$ cat src/sv/twdg_pkg.sv
package twdg_pkg;

   // Default sizing
   localparam int PRELOAD_BITS_DEFAULT     = 20;
   localparam int SLOW_DIVIDE_LOG2_DEFAULT = 15;
   localparam int FAST_DIVIDE_LOG2_DEFAULT = 5;

   // Bus field widths
   localparam int DATA_BITS = 20;
   localparam int WIDE_BITS = 32;

   // Opcodes
   localparam logic [2:0] OP_TICK       = 3'd0;
   localparam logic [2:0] OP_REG_WRITE  = 3'd1;
   localparam logic [2:0] OP_REG_READ   = 3'd2;
   localparam logic [2:0] OP_LOCK_WRITE = 3'd3;
   localparam logic [2:0] OP_LOCK_READ  = 3'd4;

   // Register offsets
   localparam logic [3:0] OFS_PRELOAD1 = 4'd0;
   localparam logic [3:0] OFS_PRELOAD2 = 4'd4;
   localparam logic [3:0] OFS_STATUS   = 4'd8;
   localparam logic [3:0] OFS_RELOAD   = 4'd12;

   // Configuration register indexes
   localparam logic [1:0] CSR_REBOOT_DISABLE = 2'd0;
   localparam logic [1:0] CSR_FAST_CLOCK     = 2'd1;
   localparam logic [1:0] CSR_INT_KIND       = 2'd2;

   // Interrupt kinds
   localparam logic [1:0] INT_KIND_IRQ  = 2'd0;
   localparam logic [1:0] INT_KIND_SMI  = 2'd2;
   localparam logic [1:0] INT_KIND_NONE = 2'd3;

   // Unlock keys and bit positions
   localparam logic [DATA_BITS-1:0] KEY_ONE = 20'h00080;
   localparam logic [DATA_BITS-1:0] KEY_TWO = 20'h00086;
   localparam int RELOAD_TIMEOUT_BIT = 9;
   localparam int RELOAD_RESTART_BIT = 8;
   localparam int LOCK_ENABLE_BIT    = 1;
   localparam int LOCK_LOCK_BIT      = 0;
   localparam int STATUS_CLEAR_BIT   = 0;

   typedef struct packed {
      logic [2:0]           opcode;
      logic [3:0]           offset;
      logic [DATA_BITS-1:0] write_value;
   } req_type;

   typedef struct packed {
      logic [DATA_BITS-1:0] read_value;
      logic                 irq_request;
      logic                 smi_request;
      logic                 reboot_request;
      logic                 timeout_seen;
      logic                 running;
   } rsp_type;

endpackage

$ cat src/sv/two_stage_watchdog_device_unit.sv
// The response to an accepted request is held in the result register from the next cycle.
// Throughput: one request per cycle; a new request is taken whenever the result
// register is empty or its response is taken in the same cycle.
// Reset: synchronous, active high; clears all timer, unlock and lock state, sets
// the interrupt kind to none, and empties the result register.
module two_stage_watchdog_device_unit #(
   parameter int PRELOAD_BITS     = twdg_pkg::PRELOAD_BITS_DEFAULT,
   parameter int SLOW_DIVIDE_LOG2 = twdg_pkg::SLOW_DIVIDE_LOG2_DEFAULT,
   parameter int FAST_DIVIDE_LOG2 = twdg_pkg::FAST_DIVIDE_LOG2_DEFAULT
) (
   input  logic              clock,
   input  logic              reset,
   input  logic              req_valid,
   output logic              req_ready,
   input  twdg_pkg::req_type req_data,
   output logic              rsp_valid,
   input  logic              rsp_ready,
   output twdg_pkg::rsp_type rsp_data,
   input  logic              csr_valid,
   output logic              csr_ready,
   input  logic [1:0]        csr_index,
   input  logic [1:0]        csr_data
);

   localparam int PRESCALE_BITS =
      (SLOW_DIVIDE_LOG2 > FAST_DIVIDE_LOG2) ? SLOW_DIVIDE_LOG2 :
      ((FAST_DIVIDE_LOG2 > 0) ? FAST_DIVIDE_LOG2 : 1);
   localparam logic [PRESCALE_BITS-1:0] SLOW_MASK =
      PRESCALE_BITS'((64'd1 << SLOW_DIVIDE_LOG2) - 64'd1);
   localparam logic [PRESCALE_BITS-1:0] FAST_MASK =
      PRESCALE_BITS'((64'd1 << FAST_DIVIDE_LOG2) - 64'd1);

   typedef enum logic [1:0] {
      LOCKED   = 2'd0,
      KEY_SEEN = 2'd1,
      OPENED   = 2'd2
   } unlock_type;

   // Configuration
   logic       reboot_disable_ff;
   logic       fast_clock_ff;
   logic [1:0] int_kind_ff;

   // Timer state
   logic [PRELOAD_BITS-1:0]  first_preload_ff,  first_preload_in;
   logic [PRELOAD_BITS-1:0]  second_preload_ff, second_preload_in;
   logic [PRELOAD_BITS-1:0]  down_counter_ff,   down_counter_in;
   logic [PRESCALE_BITS-1:0] prescale_ff,       prescale_in;
   logic                     second_stage_ff,   second_stage_in;
   unlock_type               unlock_ff,         unlock_in;
   logic                     enabled_ff,        enabled_in;
   logic                     lock_frozen_ff,    lock_frozen_in;
   logic                     timeout_ff,        timeout_in;
   logic                     status_ff,         status_in;

   // Result register
   logic              rsp_valid_ff;
   twdg_pkg::rsp_type rsp_data_ff, rsp_data_in;

   logic                                 req_fire;
   logic [twdg_pkg::DATA_BITS-1:0]       wv;
   logic [twdg_pkg::WIDE_BITS-1:0]       wv_wide;
   logic [twdg_pkg::WIDE_BITS-1:0]       pl1_wide;
   logic [twdg_pkg::WIDE_BITS-1:0]       pl2_wide;
   logic [PRESCALE_BITS-1:0]             prescale_step;

   assign req_ready = !rsp_valid_ff || rsp_ready;
   assign req_fire  = req_valid && req_ready;
   assign csr_ready = 1'b1;
   assign rsp_valid = rsp_valid_ff;
   assign rsp_data  = rsp_data_ff;

   assign wv       = req_data.write_value;
   assign wv_wide  = twdg_pkg::WIDE_BITS'(wv);
   assign pl1_wide = twdg_pkg::WIDE_BITS'(first_preload_ff);
   assign pl2_wide = twdg_pkg::WIDE_BITS'(second_preload_ff);
   assign prescale_step = (prescale_ff + PRESCALE_BITS'(1)) &
                          (fast_clock_ff ? FAST_MASK : SLOW_MASK);

   // Work out the next state and the response of the current request
   always_comb begin
      first_preload_in  = first_preload_ff;
      second_preload_in = second_preload_ff;
      down_counter_in   = down_counter_ff;
      prescale_in       = prescale_ff;
      second_stage_in   = second_stage_ff;
      unlock_in         = unlock_ff;
      enabled_in        = enabled_ff;
      lock_frozen_in    = lock_frozen_ff;
      timeout_in        = timeout_ff;
      status_in         = status_ff;
      rsp_data_in       = '0;

      unique case (req_data.opcode)
         twdg_pkg::OP_TICK: begin
            if (enabled_ff) begin
               prescale_in = prescale_step;
               if (prescale_step == '0) begin
                  if (down_counter_ff != '0) begin
                     down_counter_in = down_counter_ff - PRELOAD_BITS'(1);
                  end else if (!second_stage_ff) begin
                     // Stage one expiry: raise status, signal, load stage two
                     status_in = 1'b1;
                     rsp_data_in.irq_request = (int_kind_ff == twdg_pkg::INT_KIND_IRQ);
                     rsp_data_in.smi_request = (int_kind_ff == twdg_pkg::INT_KIND_SMI);
                     second_stage_in = 1'b1;
                     down_counter_in = second_preload_ff;
                  end else begin
                     // Stage two expiry: flag timeout, request reboot unless disabled, restart stage one
                     timeout_in = 1'b1;
                     rsp_data_in.reboot_request = !reboot_disable_ff;
                     second_stage_in = 1'b0;
                     down_counter_in = first_preload_ff;
                  end
               end
            end
         end
         twdg_pkg::OP_REG_WRITE: begin
            if (req_data.offset == twdg_pkg::OFS_STATUS) begin
               if (wv[twdg_pkg::STATUS_CLEAR_BIT]) status_in = 1'b0;
            end else if (req_data.offset == twdg_pkg::OFS_PRELOAD1 ||
                         req_data.offset == twdg_pkg::OFS_PRELOAD2 ||
                         req_data.offset == twdg_pkg::OFS_RELOAD) begin
               if (unlock_ff == OPENED) begin
                  // Perform the one unlocked write, then lock again
                  if (req_data.offset == twdg_pkg::OFS_PRELOAD1) begin
                     first_preload_in = wv_wide[PRELOAD_BITS-1:0];
                  end else if (req_data.offset == twdg_pkg::OFS_PRELOAD2) begin
                     second_preload_in = wv_wide[PRELOAD_BITS-1:0];
                  end else begin
                     if (wv[twdg_pkg::RELOAD_RESTART_BIT]) begin
                        down_counter_in = first_preload_ff;
                        second_stage_in = 1'b0;
                        prescale_in     = '0;
                     end
                     if (wv[twdg_pkg::RELOAD_TIMEOUT_BIT]) timeout_in = 1'b0;
                  end
                  unlock_in = LOCKED;
               end else if (req_data.offset == twdg_pkg::OFS_RELOAD) begin
                  // Advance the key sequence
                  if (wv == twdg_pkg::KEY_ONE) begin
                     unlock_in = KEY_SEEN;
                  end else if (unlock_ff == KEY_SEEN && wv == twdg_pkg::KEY_TWO) begin
                     unlock_in = OPENED;
                  end else begin
                     unlock_in = LOCKED;
                  end
               end else begin
                  unlock_in = LOCKED;
               end
            end
         end
         twdg_pkg::OP_REG_READ: begin
            if (req_data.offset == twdg_pkg::OFS_PRELOAD1) begin
               rsp_data_in.read_value = pl1_wide[twdg_pkg::DATA_BITS-1:0];
            end else if (req_data.offset == twdg_pkg::OFS_PRELOAD2) begin
               rsp_data_in.read_value = pl2_wide[twdg_pkg::DATA_BITS-1:0];
            end else if (req_data.offset == twdg_pkg::OFS_STATUS) begin
               rsp_data_in.read_value = twdg_pkg::DATA_BITS'(status_ff);
            end else if (req_data.offset == twdg_pkg::OFS_RELOAD) begin
               rsp_data_in.read_value[twdg_pkg::RELOAD_TIMEOUT_BIT] = timeout_ff;
            end
         end
         twdg_pkg::OP_LOCK_WRITE: begin
            if (!lock_frozen_ff) begin
               enabled_in     = wv[twdg_pkg::LOCK_ENABLE_BIT];
               lock_frozen_in = wv[twdg_pkg::LOCK_LOCK_BIT];
            end
         end
         twdg_pkg::OP_LOCK_READ: begin
            rsp_data_in.read_value[twdg_pkg::LOCK_LOCK_BIT]   = lock_frozen_ff;
            rsp_data_in.read_value[twdg_pkg::LOCK_ENABLE_BIT] = enabled_ff;
         end
         default: begin
            // Unused opcodes do nothing
         end
      endcase

      rsp_data_in.timeout_seen = timeout_in;
      rsp_data_in.running      = enabled_in;
   end

   // Hold state, configuration and the result register
   always_ff @(posedge clock) begin
      if (reset) begin
         reboot_disable_ff <= 1'b0;
         fast_clock_ff     <= 1'b0;
         int_kind_ff       <= twdg_pkg::INT_KIND_NONE;
         first_preload_ff  <= '0;
         second_preload_ff <= '0;
         down_counter_ff   <= '0;
         prescale_ff       <= '0;
         second_stage_ff   <= 1'b0;
         unlock_ff         <= LOCKED;
         enabled_ff        <= 1'b0;
         lock_frozen_ff    <= 1'b0;
         timeout_ff        <= 1'b0;
         status_ff         <= 1'b0;
         rsp_valid_ff      <= 1'b0;
      end else begin
         if (csr_valid && csr_ready) begin
            unique case (csr_index)
               twdg_pkg::CSR_REBOOT_DISABLE: reboot_disable_ff <= csr_data[0];
               twdg_pkg::CSR_FAST_CLOCK:     fast_clock_ff     <= csr_data[0];
               twdg_pkg::CSR_INT_KIND:       int_kind_ff       <= csr_data;
               default: begin
                  // Drop writes beyond the register list
               end
            endcase
         end
         if (req_fire) begin
            first_preload_ff  <= first_preload_in;
            second_preload_ff <= second_preload_in;
            down_counter_ff   <= down_counter_in;
            prescale_ff       <= prescale_in;
            second_stage_ff   <= second_stage_in;
            unlock_ff         <= unlock_in;
            enabled_ff        <= enabled_in;
            lock_frozen_ff    <= lock_frozen_in;
            timeout_ff        <= timeout_in;
            status_ff         <= status_in;
            rsp_valid_ff      <= 1'b1;
         end else if (rsp_ready) begin
            rsp_valid_ff      <= 1'b0;
         end
      end
   end

   // Load the response payload
   always_ff @(posedge clock) begin
      if (req_fire) begin
         rsp_data_ff <= rsp_data_in;
      end
   end

   // Once set, the lock stays set until reset
   assert property (@(posedge clock) disable iff (reset)
      lock_frozen_ff |=> lock_frozen_ff)
      else $error("lock bit cleared without reset");

   // A waiting response reports the current flag levels
   assert property (@(posedge clock) disable iff (reset)
      rsp_valid_ff |-> (rsp_data_ff.running == enabled_ff &&
                        rsp_data_ff.timeout_seen == timeout_ff))
      else $error("response levels disagree with state");

   // A reboot pulse always comes with the timeout flag set
   assert property (@(posedge clock) disable iff (reset)
      (rsp_valid_ff && rsp_data_ff.reboot_request) |-> rsp_data_ff.timeout_seen)
      else $error("reboot without timeout flag");

   // Stage one and stage two pulses never share a response
   assert property (@(posedge clock) disable iff (reset)
      rsp_valid_ff |-> $countones({rsp_data_ff.irq_request, rsp_data_ff.smi_request,
                                   rsp_data_ff.reboot_request}) <= 1)
      else $error("more than one expiry pulse in one response");

   // A step into stage two comes only from a tick
   assert property (@(posedge clock) disable iff (reset)
      (req_fire && !second_stage_ff && second_stage_in) |->
         (req_data.opcode == twdg_pkg::OP_TICK))
      else $error("stage two entered without a tick");

endmodule
$ cat config.mk
export PLATFORM = sky130hd
export DESIGN_NAME = two_stage_watchdog_device_unit
export DESIGN_NICKNAME = d
export VERILOG_FILES = /design/src/sv/twdg_pkg.sv /design/src/sv/two_stage_watchdog_device_unit.sv
export SDC_FILE = /design/constraint.sdc
export NUM_CORES = 1
export LEC_CHECK = 0
export BUFFER_PORTS_ARGS = -buffer_cell sky130_fd_sc_hd__buf_2
export CAP_MARGIN = 10
export CORE_ASPECT_RATIO = 2
export CORE_MARGIN = 3
export CORE_UTILIZATION = 61
export CTS_BUF_LIST = sky130_fd_sc_hd__clkbuf_4
export DETAILED_ROUTE_END_ITERATION = 10
export MAX_ROUTING_LAYER = met4
export PLACE_DENSITY_LB_ADDON = 0.3
export SYNTH_ARGS = -nofsm -noshare
export SYNTH_HDL_FRONTEND = slang
export SYNTH_SLANG_ARGS = --single-unit
export TNS_END_PERCENT = 10
$ cat constraint.sdc
create_clock -name clock -period 3.81 [get_ports clock]
set_input_delay 0 -clock clock [delete_from_list [all_inputs] [get_ports clock]]
set_output_delay 0 -clock clock [all_outputs]
set_load 0.02 [all_outputs]
==> results of run 1 <==
[power by group]
part	leakage [nW]	switching [mW]	internal (mW)	total, mW
logic	1.34	0.121	0.0719	0.193
clock network	0.0600	0.416	0.148	0.564
registers	0.954	0.00846	1.23	1.24
[worst max-delay path: stages (launching register included)]
cell,delay [ns]
sky130_fd_sc_hd__dfxtp_1,0.49
sky130_fd_sc_hd__ha_1,0.29
sky130_fd_sc_hd__nand3_1,0.18
sky130_fd_sc_hd__nor3_1,0.18
sky130_fd_sc_hd__o311ai_1,0.13
sky130_fd_sc_hd__or4_1,0.57
sky130_fd_sc_hd__nor4_1,0.63
sky130_fd_sc_hd__nand3_1,0.32
sky130_fd_sc_hd__nor4b_2,0.28
[flip-flops by register name, indices dropped and copies added (netlist names), 2 cells and up]
register           count
unlock_ff              2
prescale_ff           15
int_kind_ff            2
down_counter_ff       20
rsp_data              25
first_preload_ff      20
second_preload_ff     20
[layout by cell type (no fill, tap or decap), types with 4 or more instances in the layout]
cell type / n
sky130_fd_sc_hd__dlygate4sd3_1: 35
sky130_fd_sc_hd__nand4_1: 9
sky130_fd_sc_hd__a21oi_1: 68
sky130_fd_sc_hd__or3_1: 9
sky130_fd_sc_hd__nor3_2: 4
sky130_fd_sc_hd__mux2i_1: 9
sky130_fd_sc_hd__buf_2: 62
sky130_fd_sc_hd__o21ai_0: 13
sky130_fd_sc_hd__nor4_1: 12
sky130_fd_sc_hd__a22oi_1: 21
sky130_fd_sc_hd__clkbuf_4: 10
sky130_fd_sc_hd__nand2_1: 110
sky130_fd_sc_hd__and3_1: 5
sky130_fd_sc_hd__nor2b_1: 4
sky130_fd_sc_hd__nand3_1: 17
sky130_fd_sc_hd__a31oi_1: 8
sky130_fd_sc_hd__nand2b_1: 5
sky130_fd_sc_hd__buf_4: 13
sky130_fd_sc_hd__a311oi_1: 5
sky130_fd_sc_hd__xor2_1: 5
sky130_fd_sc_hd__inv_1: 13
sky130_fd_sc_hd__ha_1: 4
sky130_fd_sc_hd__a211oi_1: 6
sky130_fd_sc_hd__a2bb2oi_1: 5
sky130_fd_sc_hd__edfxtp_1: 25
sky130_fd_sc_hd__xnor2_1: 13
sky130_fd_sc_hd__a31o_2: 11
sky130_fd_sc_hd__or4_1: 6
sky130_fd_sc_hd__nor2_1: 73
sky130_fd_sc_hd__nor3_1: 23
sky130_fd_sc_hd__nand3b_1: 4
sky130_fd_sc_hd__o22ai_1: 10
sky130_fd_sc_hd__dfxtp_1: 87
[synthesized netlist by cell type (10+ instances only)]
cell type,number
sky130_fd_sc_hd__nand2_1,110
sky130_fd_sc_hd__dfxtp_1,87
sky130_fd_sc_hd__nor2_1,73
sky130_fd_sc_hd__a21oi_1,68
sky130_fd_sc_hd__clkbuf_1,36
sky130_fd_sc_hd__edfxtp_1,25
sky130_fd_sc_hd__nor3_1,25
sky130_fd_sc_hd__a22oi_1,21
sky130_fd_sc_hd__nand3_1,17
sky130_fd_sc_hd__inv_1,13
sky130_fd_sc_hd__o21ai_0,13
sky130_fd_sc_hd__xnor2_1,13
sky130_fd_sc_hd__nor4_1,12
sky130_fd_sc_hd__a31o_2,11
sky130_fd_sc_hd__o22ai_1,10
[logic make-up after synthesis]
group	count (synthesis)	synth area share, %
AND/OR/NAND/NOR	298	25.25
AO/OA/AOI/OAI	177	20.77
flip-flops	112	44.43
buffers and inverters	59	4.171
XOR/XNOR	18	2.811
multiplexers	9	1.606
adder cells (fa/ha/maj)	4	0.8923
other	1	0.06686
[what timing repair did]
item / CTS / global route
hold buffers: 35 / 0
gates resized for setup: 0 / 0
endpoints found under the hold margin: 56 / 0
[metrics by stage]
step           worst slack [ns]  utilization (%)
2_1_floorplan            0.9143                -
3_3_place_gp             0.8033            67.97
3_5_place_dp             0.6896            67.97
4_1_cts                  0.6217            73.37
5_1_grt                  0.3006            73.49
6_report                 0.5928            73.49
[layout make-up]
type	instances	area, µm²
Multi-Input combinational cell	507	2893
Tap cell	100	125.1
Fill cell	695	2325
Sequential cell	112	2492
Clock inverter	6	48.80
Clock buffer	10	75.07
Timing Repair Buffer	110	758.2
Antenna cell	1	2.502
Inverter	13	48.80
[worst paths after layout]
check / from / end / slack [ns] / cells past startpoint
hold reg to reg: first_preload_ff[7]$_SDFFE_PP0P_ / first_preload_ff[7]$_SDFFE_PP0P_ / 0.48 / 2
setup reg to reg: prescale_ff[0]$_SDFFE_PP0P_ / rsp_data[3]$_SDFFCE_PP0P_ / 0.59 / 8
setup / recovery: prescale_ff[0]$_SDFFE_PP0P_ / rsp_data[3]$_SDFFCE_PP0P_ / 0.59 / 8
hold / removal: reset / down_counter_ff[9]$_SDFFE_PP0P_ / 0.06 / 2
[routing by layer]
| layer | vias to the layer above | wire (µm) |
|---|---|---|
| li1 | 2605 | - |
| met1 | 2654 | 5957 |
| met2 | 296 | 9076 |
| met3 | 83 | 1142 |
| met4 | 0 | 903 |
| met5 | - | 0 |
==> results.txt, run 1 <==
----------------------------------------------------
[Synth]
  Most area-consuming cells after synthesis ... sky130_fd_sc_hd__dfxtp_1 (31%), sky130_fd_sc_hd__edfxtp_1 (13%), sky130_fd_sc_hd__nand2_1 (7.4%)
  Mapped Area ... between 5000 and 6000 µm²
  EDFF count, synth ... 25
  Synth top area share ... between 30% and 40%
  Synthesized instance count ... between 600 and 700
  Number of different library cells in the post-synthesis netlist ... 63
  Mean post-synth cell area ... ~8.3 µm²
  Leading area contributor after synthesis ... sky130_fd_sc_hd__dfxtp_1
  Register area share after synthesis ... approximately 44%
  Net count after synthesis ... 718
  Yosys Warn Count ... 0
  Number of storage elements in the synthesis netlist ... roughly 110
  Predominant post-synthesis flop cell ... sky130_fd_sc_hd__dfxtp_1
  Synth async-reset ratio ... 0%

[Place]
  Cell total after placement ... between 800 and 900
  Count of port buffers added during placement ... between 60 and 70
  Placer congestion estimate ... slightly below 1
  Cell area reported after detailed placement ... around 6000 µm²
  HPWL after detailed placement ... between 10,000 and 15,000 µm

[Drt]
  DR iter-0 viols ... 435
  DRT Pass-1 Iters ... 5
  Number of vias per cell after detailed routing ... ~6.6
  Detail-routed net length per standard cell ... about 20 µm
  Number of remaining DRC errors ... 0
  Post-Route WL ... 17,080 µm
  Residual antenna-violating net count after detailed routing ... 0
  Via total after detailed routing ... around 5,600

[Run status]
  Run status ... completed

[Die]
  Std-Cell Core Area ... around 9000 µm²
  Top Ports ... 64
  Number of standard-cell rows in the floorplan ... 48
  Initial core utilization ... between 60% and 70%
  Die extent in x ... 73.81 µm
  Floorplan die height ... 141.6 µm
  Die area ... ~10,000 µm²

[Global route]
  Most crowded layer after global routing ... met2
  Initial antenna violation count ... 1
  Leftover overflow at the end of global routing ... 0
  Fraction of met1 tracks used by global routing ... between 30 and 40%
  GR met2 Demand/Resource ... 58.75%
  GRT met3 Usage ... between 4 and 5%
  Wire length of the first global-routing pass ... around 27,000 µm
  Number of global-route vias before repair ... roughly 5,500
  Tot GR Track Use ... between 30% and 40%
  Maximum number of pins on one net before global-route repair ... 48

[Power]
  Final Power ... approximately 2.0 mW
  Power density cells ... around 310 nW/µm²
  Leak ... between 2 and 2.5 nW
  Worst vdd rail ir drop ... about 0.28 mV

[STA]
  Relative slew slack ... a little under 40%
  Clock tree skew after final layout ... between 0.015 and 0.02 ns
  Top achievable clock speed ... ~310 MHz
  Number of endpoints with negative hold slack in the final report ... 0
  Count of final max-slew check failures ... 0
  Sum of negative setup slack ... 0 ns
  Final period util ... 84.44%
  Worst Tran Pin Value ... 0.9162 ns
  Unrepaired setup endpoints after global routing ... no
  Final hold slack ... roughly 0.062 ns
  Crit path time final ... about 3.2 ns
  Final setup fails ... 0

[Clock network]
  TritonCTS clock tree ... done
  Clock tree buffer depth ... 2
  Clock latency on the worst-skew pair ... between 0.4 and 0.5 ns
  Clock sink total ... 112
  Clock root buffer master ... sky130_fd_sc_hd__clkbuf_4
  Buffers inserted during post-CTS setup optimization ... 0
  CTS H-tree depth ... 3
  Clk slew on worst S/H paths ... roughly 0.18 ns
  Number of CTS-inserted buffers ... 9

[Critical path]
  Classification of the worst setup path ... flip-flop to flip-flop
  Data arrival time of the critical path ... 3.54 ns
  Startpoint type of the worst setup path ... flip-flop
  Endpoint required time on the critical path ... 4.14 ns
  Type of element capturing the critical path ... flip-flop
  CP Max Fanout ... 7

[Layout]
  Design area ... between 6000 and 7000 µm²
  Non-filler cells, final ... approximately 860
  Area growth syn-to-layout ... 14.88%
  Share of post-route cells with drive strength above 1 ... 15.17%
  Final #Nets ... 793

[Job]
  Maximum capacitance violations ... 0

[Worst hold path]
  Hold WC Path Type ... input pin to flip-flop

----------------------------------------------------
Power figures use the tool's default switching activity.
==> run 2, diff against run 1 <==
--- a/config.mk
+++ b/config.mk
@@ -9,7 +9,7 @@
 export CAP_MARGIN = 10
 export CORE_ASPECT_RATIO = 2
 export CORE_MARGIN = 3
-export CORE_UTILIZATION = 61
+export CORE_UTILIZATION = 55
 export CTS_BUF_LIST = sky130_fd_sc_hd__clkbuf_4
 export DETAILED_ROUTE_END_ITERATION = 10
 export MAX_ROUTING_LAYER = met4
==> constraint.sdc (replaced) <==
create_clock -name clock -period 2.8 [get_ports clock]
set_input_delay 0 -clock clock [delete_from_list [all_inputs] [get_ports clock]]
set_output_delay 0 -clock clock [all_outputs]
set_load 0.02 [all_outputs]
==> run 2 against run 1 <==
Against the previous run: utilization shrank 4.8 points; combinational power grew 45%; critical path depth is the same; clock-buffer cell count is the same; critical path type unchanged; largest cell class unchanged; largest power group unchanged.
==> results.txt, run 2 (synthesized netlist as in run 1, its figures left out) <==
----------------------------------------------------
[Drt]
  Wire length on met1 ... 5983 µm (+0.44%)
  Post-Route WL ... 17,690 µm (+3.6%)
  Via total after detailed routing ... 5,807 (+3.0%)
  Routed length on met3 ... 918 µm (-20%)
  Top sig layer ... met4
  Detail-routed net length per standard cell ... 19.21 µm (-3.4%)
  Residual antenna-violating net count after detailed routing ... 0 (unchanged)
  Number of vias per cell after detailed routing ... 6.305 (-3.9%)
  DRT Pass-1 Iters ... 5 (unchanged)
  Met2 routed WL ... 9698 µm (+6.9%)
  DR iter-0 viols ... 403 (-7.4%)
  Number of remaining DRC errors ... 0 (unchanged)

[Global route]
  Leftover overflow at the end of global routing ... 0 (unchanged)
  Initial antenna violation count ... 1 (unchanged)
  Maximum number of pins on one net before global-route repair ... 41 (-15%)
  Tot GR Track Use ... 31.78% (-2.0 points)
  Number of global-route vias before repair ... 5,869 (+6.6%)
  Wire length of the first global-routing pass ... 27,930 µm (+5.0%)

[Worst hold path]
  Hold WC Path Type ... input pin to flip-flop
  Worst min-delay path startpoint ... csr_valid

[Die]
  Number of standard-cell rows in the floorplan ... 51 (+6.3%)
  Initial core utilization ... 57.08% (-6.9 points)
  Top Ports ... 64 (unchanged)
  Die area ... 11,520 µm² (+10%)
  Std-Cell Core Area ... 9827 µm² (+12%)
  Die extent in x ... 77.41 µm (+4.9%)
  Floorplan die height ... 148.8 µm (+5.1%)

[STA]
  Relative slew slack ... 40.49% (+1.6 points)
  Clock tree skew after final layout ... 0.01882 ns (+0.001585 ns)
  Crit path time final ... 2.735 ns (-0.4820 ns)
  Worst Tran Pin Value ... 0.8926 ns (-0.02362 ns)
  Sum of negative setup slack ... 0 ns (unchanged)
  Final period util ... 97.69% (+13 points)
  Number of endpoints with negative hold slack in the final report ... 0 (unchanged)
  Count of final max-slew check failures ... 0 (unchanged)
  Final setup fails ... 0 (unchanged)
  Top achievable clock speed ... 365.6 MHz (+18%)
  Unrepaired setup endpoints after global routing ... yes

[Critical path]
  Worst reg2reg path startpoint ... prescale_ff[5]$_SDFFE_PP0P_
  Critical Path Start ... prescale_ff[5]$_SDFFE_PP0P_
  Classification of the worst setup path ... flip-flop to flip-flop
  Type of element capturing the critical path ... flip-flop
  Endpoint required time on the critical path ... 3.21 ns (-0.93 ns)
  CP Max Fanout ... 28 (+21)
  Startpoint type of the worst setup path ... flip-flop
  Data arrival time of the critical path ... 3.15 ns (-0.39 ns)

[Power]
  Final Power ... 2.712 mW (+36%)
  Power density cells ... 401.7 nW/µm² (+30%)
  Leak ... 2.526 nW (+7.1%)
  Worst vdd rail ir drop ... 0.3355 mV (+21%)

[Clock network]
  Clock sink total ... 112 (unchanged)
  CTS H-tree depth ... 3 (unchanged)
  TritonCTS clock tree ... done
  Clock tree buffer depth ... 2 (unchanged)
  Number of CTS-inserted buffers ... 9 (unchanged)
  Clk slew on worst S/H paths ... 0.18 ns (about the same)
  Clock root buffer master ... sky130_fd_sc_hd__clkbuf_4
  Clock latency on the worst-skew pair ... 0.48 ns (about the same)

[Layout]
  Final #Nets ... 823 (+3.8%)
  Area growth syn-to-layout ... 20.39%
  Leading cell types in the layout, fill and taps excluded ... sky130_fd_sc_hd__nand2_1 (110), sky130_fd_sc_hd__dfxtp_1 (82), sky130_fd_sc_hd__nor2_1 (72)
  Most common library cell in the layout ignoring fill and taps ... sky130_fd_sc_hd__nand2_1
  Share of post-route cells with drive strength above 1 ... 19.54% (+4.4 points)
  Number of flip-flops under the largest register name ... 25 (unchanged)

[Place]
  Placer congestion estimate ... 0.9108 (-6.2%)
  HPWL after detailed placement ... 12,680 µm (+7.3%)
  Count of port buffers added during placement ... 62 (unchanged)

[Job]
  Maximum capacitance violations ... 0 (unchanged)

[Run status]
  Run status ... completed

----------------------------------------------------
run 2: changes by cell type in the layout (fill, tap and decap cells not counted), moves of 2 or more:
| cell | delta |
|---|---|
| sky130_fd_sc_hd__dfxtp_1 | -5 |
| sky130_fd_sc_hd__dfxtp_2 | +5 |
| sky130_fd_sc_hd__clkinv_4 | +2 |
| sky130_fd_sc_hd__clkinvlp_4 | -2 |
| sky130_fd_sc_hd__buf_4 | +30 |
run 2: report_power, final:
group | internal (mW) | switching, mW | total (mW)
logic | 0.108 | 0.171 | 0.280
registers | 1.67 | 0.0104 | 1.68
clock network | 0.199 | 0.551 | 0.750
run 2: worst paths after layout:
check,end,slack (ns),cells after the start
hold reg to reg,first_preload_ff[11]$_SDFFE_PP0P_,0.48,2
hold / removal,reboot_disable_ff$_SDFFE_PP0P_,0.01,4
setup / recovery,down_counter_ff[18]$_SDFFE_PP0P_,0.06,8
setup reg to reg,down_counter_ff[18]$_SDFFE_PP0P_,0.06,8
run 2: layer usage:
metal	global-route usage, %	vias to the layer above
met5	-	-
met4	21.39	0
met3	4.051	98
met2	58.93	258
met1	29.77	2775
li1	-	2676
run 2: final cells by class:
type | count | area, µm²
antenna | 1 | 2.502
timing repair buffer | 140 | 993.5
sequential | 112 | 2499
multi-input combinational | 507 | 2922
clock inverter | 6 | 43.79
inverter | 13 | 52.55
clock buffer | 10 | 75.07
fill | 839 | 3074
tap | 132 | 165.2
run 2: stage by stage:
step	hold WS (ns)	utilization, %	setup slack, ns	instances	instance area (µm²)
3_3_place_gp	0.2329	63.66	0.004880	870	6256
2_1_floorplan	0.1251	-	0.08444	678	5613
3_5_place_dp	0.2306	63.66	-0.05817	870	6256
6_report	0.01068	68.72	0.06473	921	6753
4_1_cts	0.005091	68.40	0.005225	920	6721
5_1_grt	0.01161	68.72	-0.005947	921	6753
run 2: critical path, cell delays in order, from the launching register on:
cell and delay, ns:
sky130_fd_sc_hd__dfxtp_2 0.45, sky130_fd_sc_hd__nand4_1 0.24, sky130_fd_sc_hd__nor3_2 0.18, sky130_fd_sc_hd__a311oi_1 0.12, sky130_fd_sc_hd__or4_1 0.56, sky130_fd_sc_hd__o41a_1 0.39, sky130_fd_sc_hd__buf_12 0.19, sky130_fd_sc_hd__or3_1 0.37
sky130_fd_sc_hd__a21oi_1 0.16
run 2: repair_timing:
item                       4_1_cts  5_1_grt
gates resized for setup          2        8
hold buffers                    34        0
hold endpoints to repair        56        0
pin swaps                        2        2
buffers inserted                 0        0
setup endpoints to repair        5       14
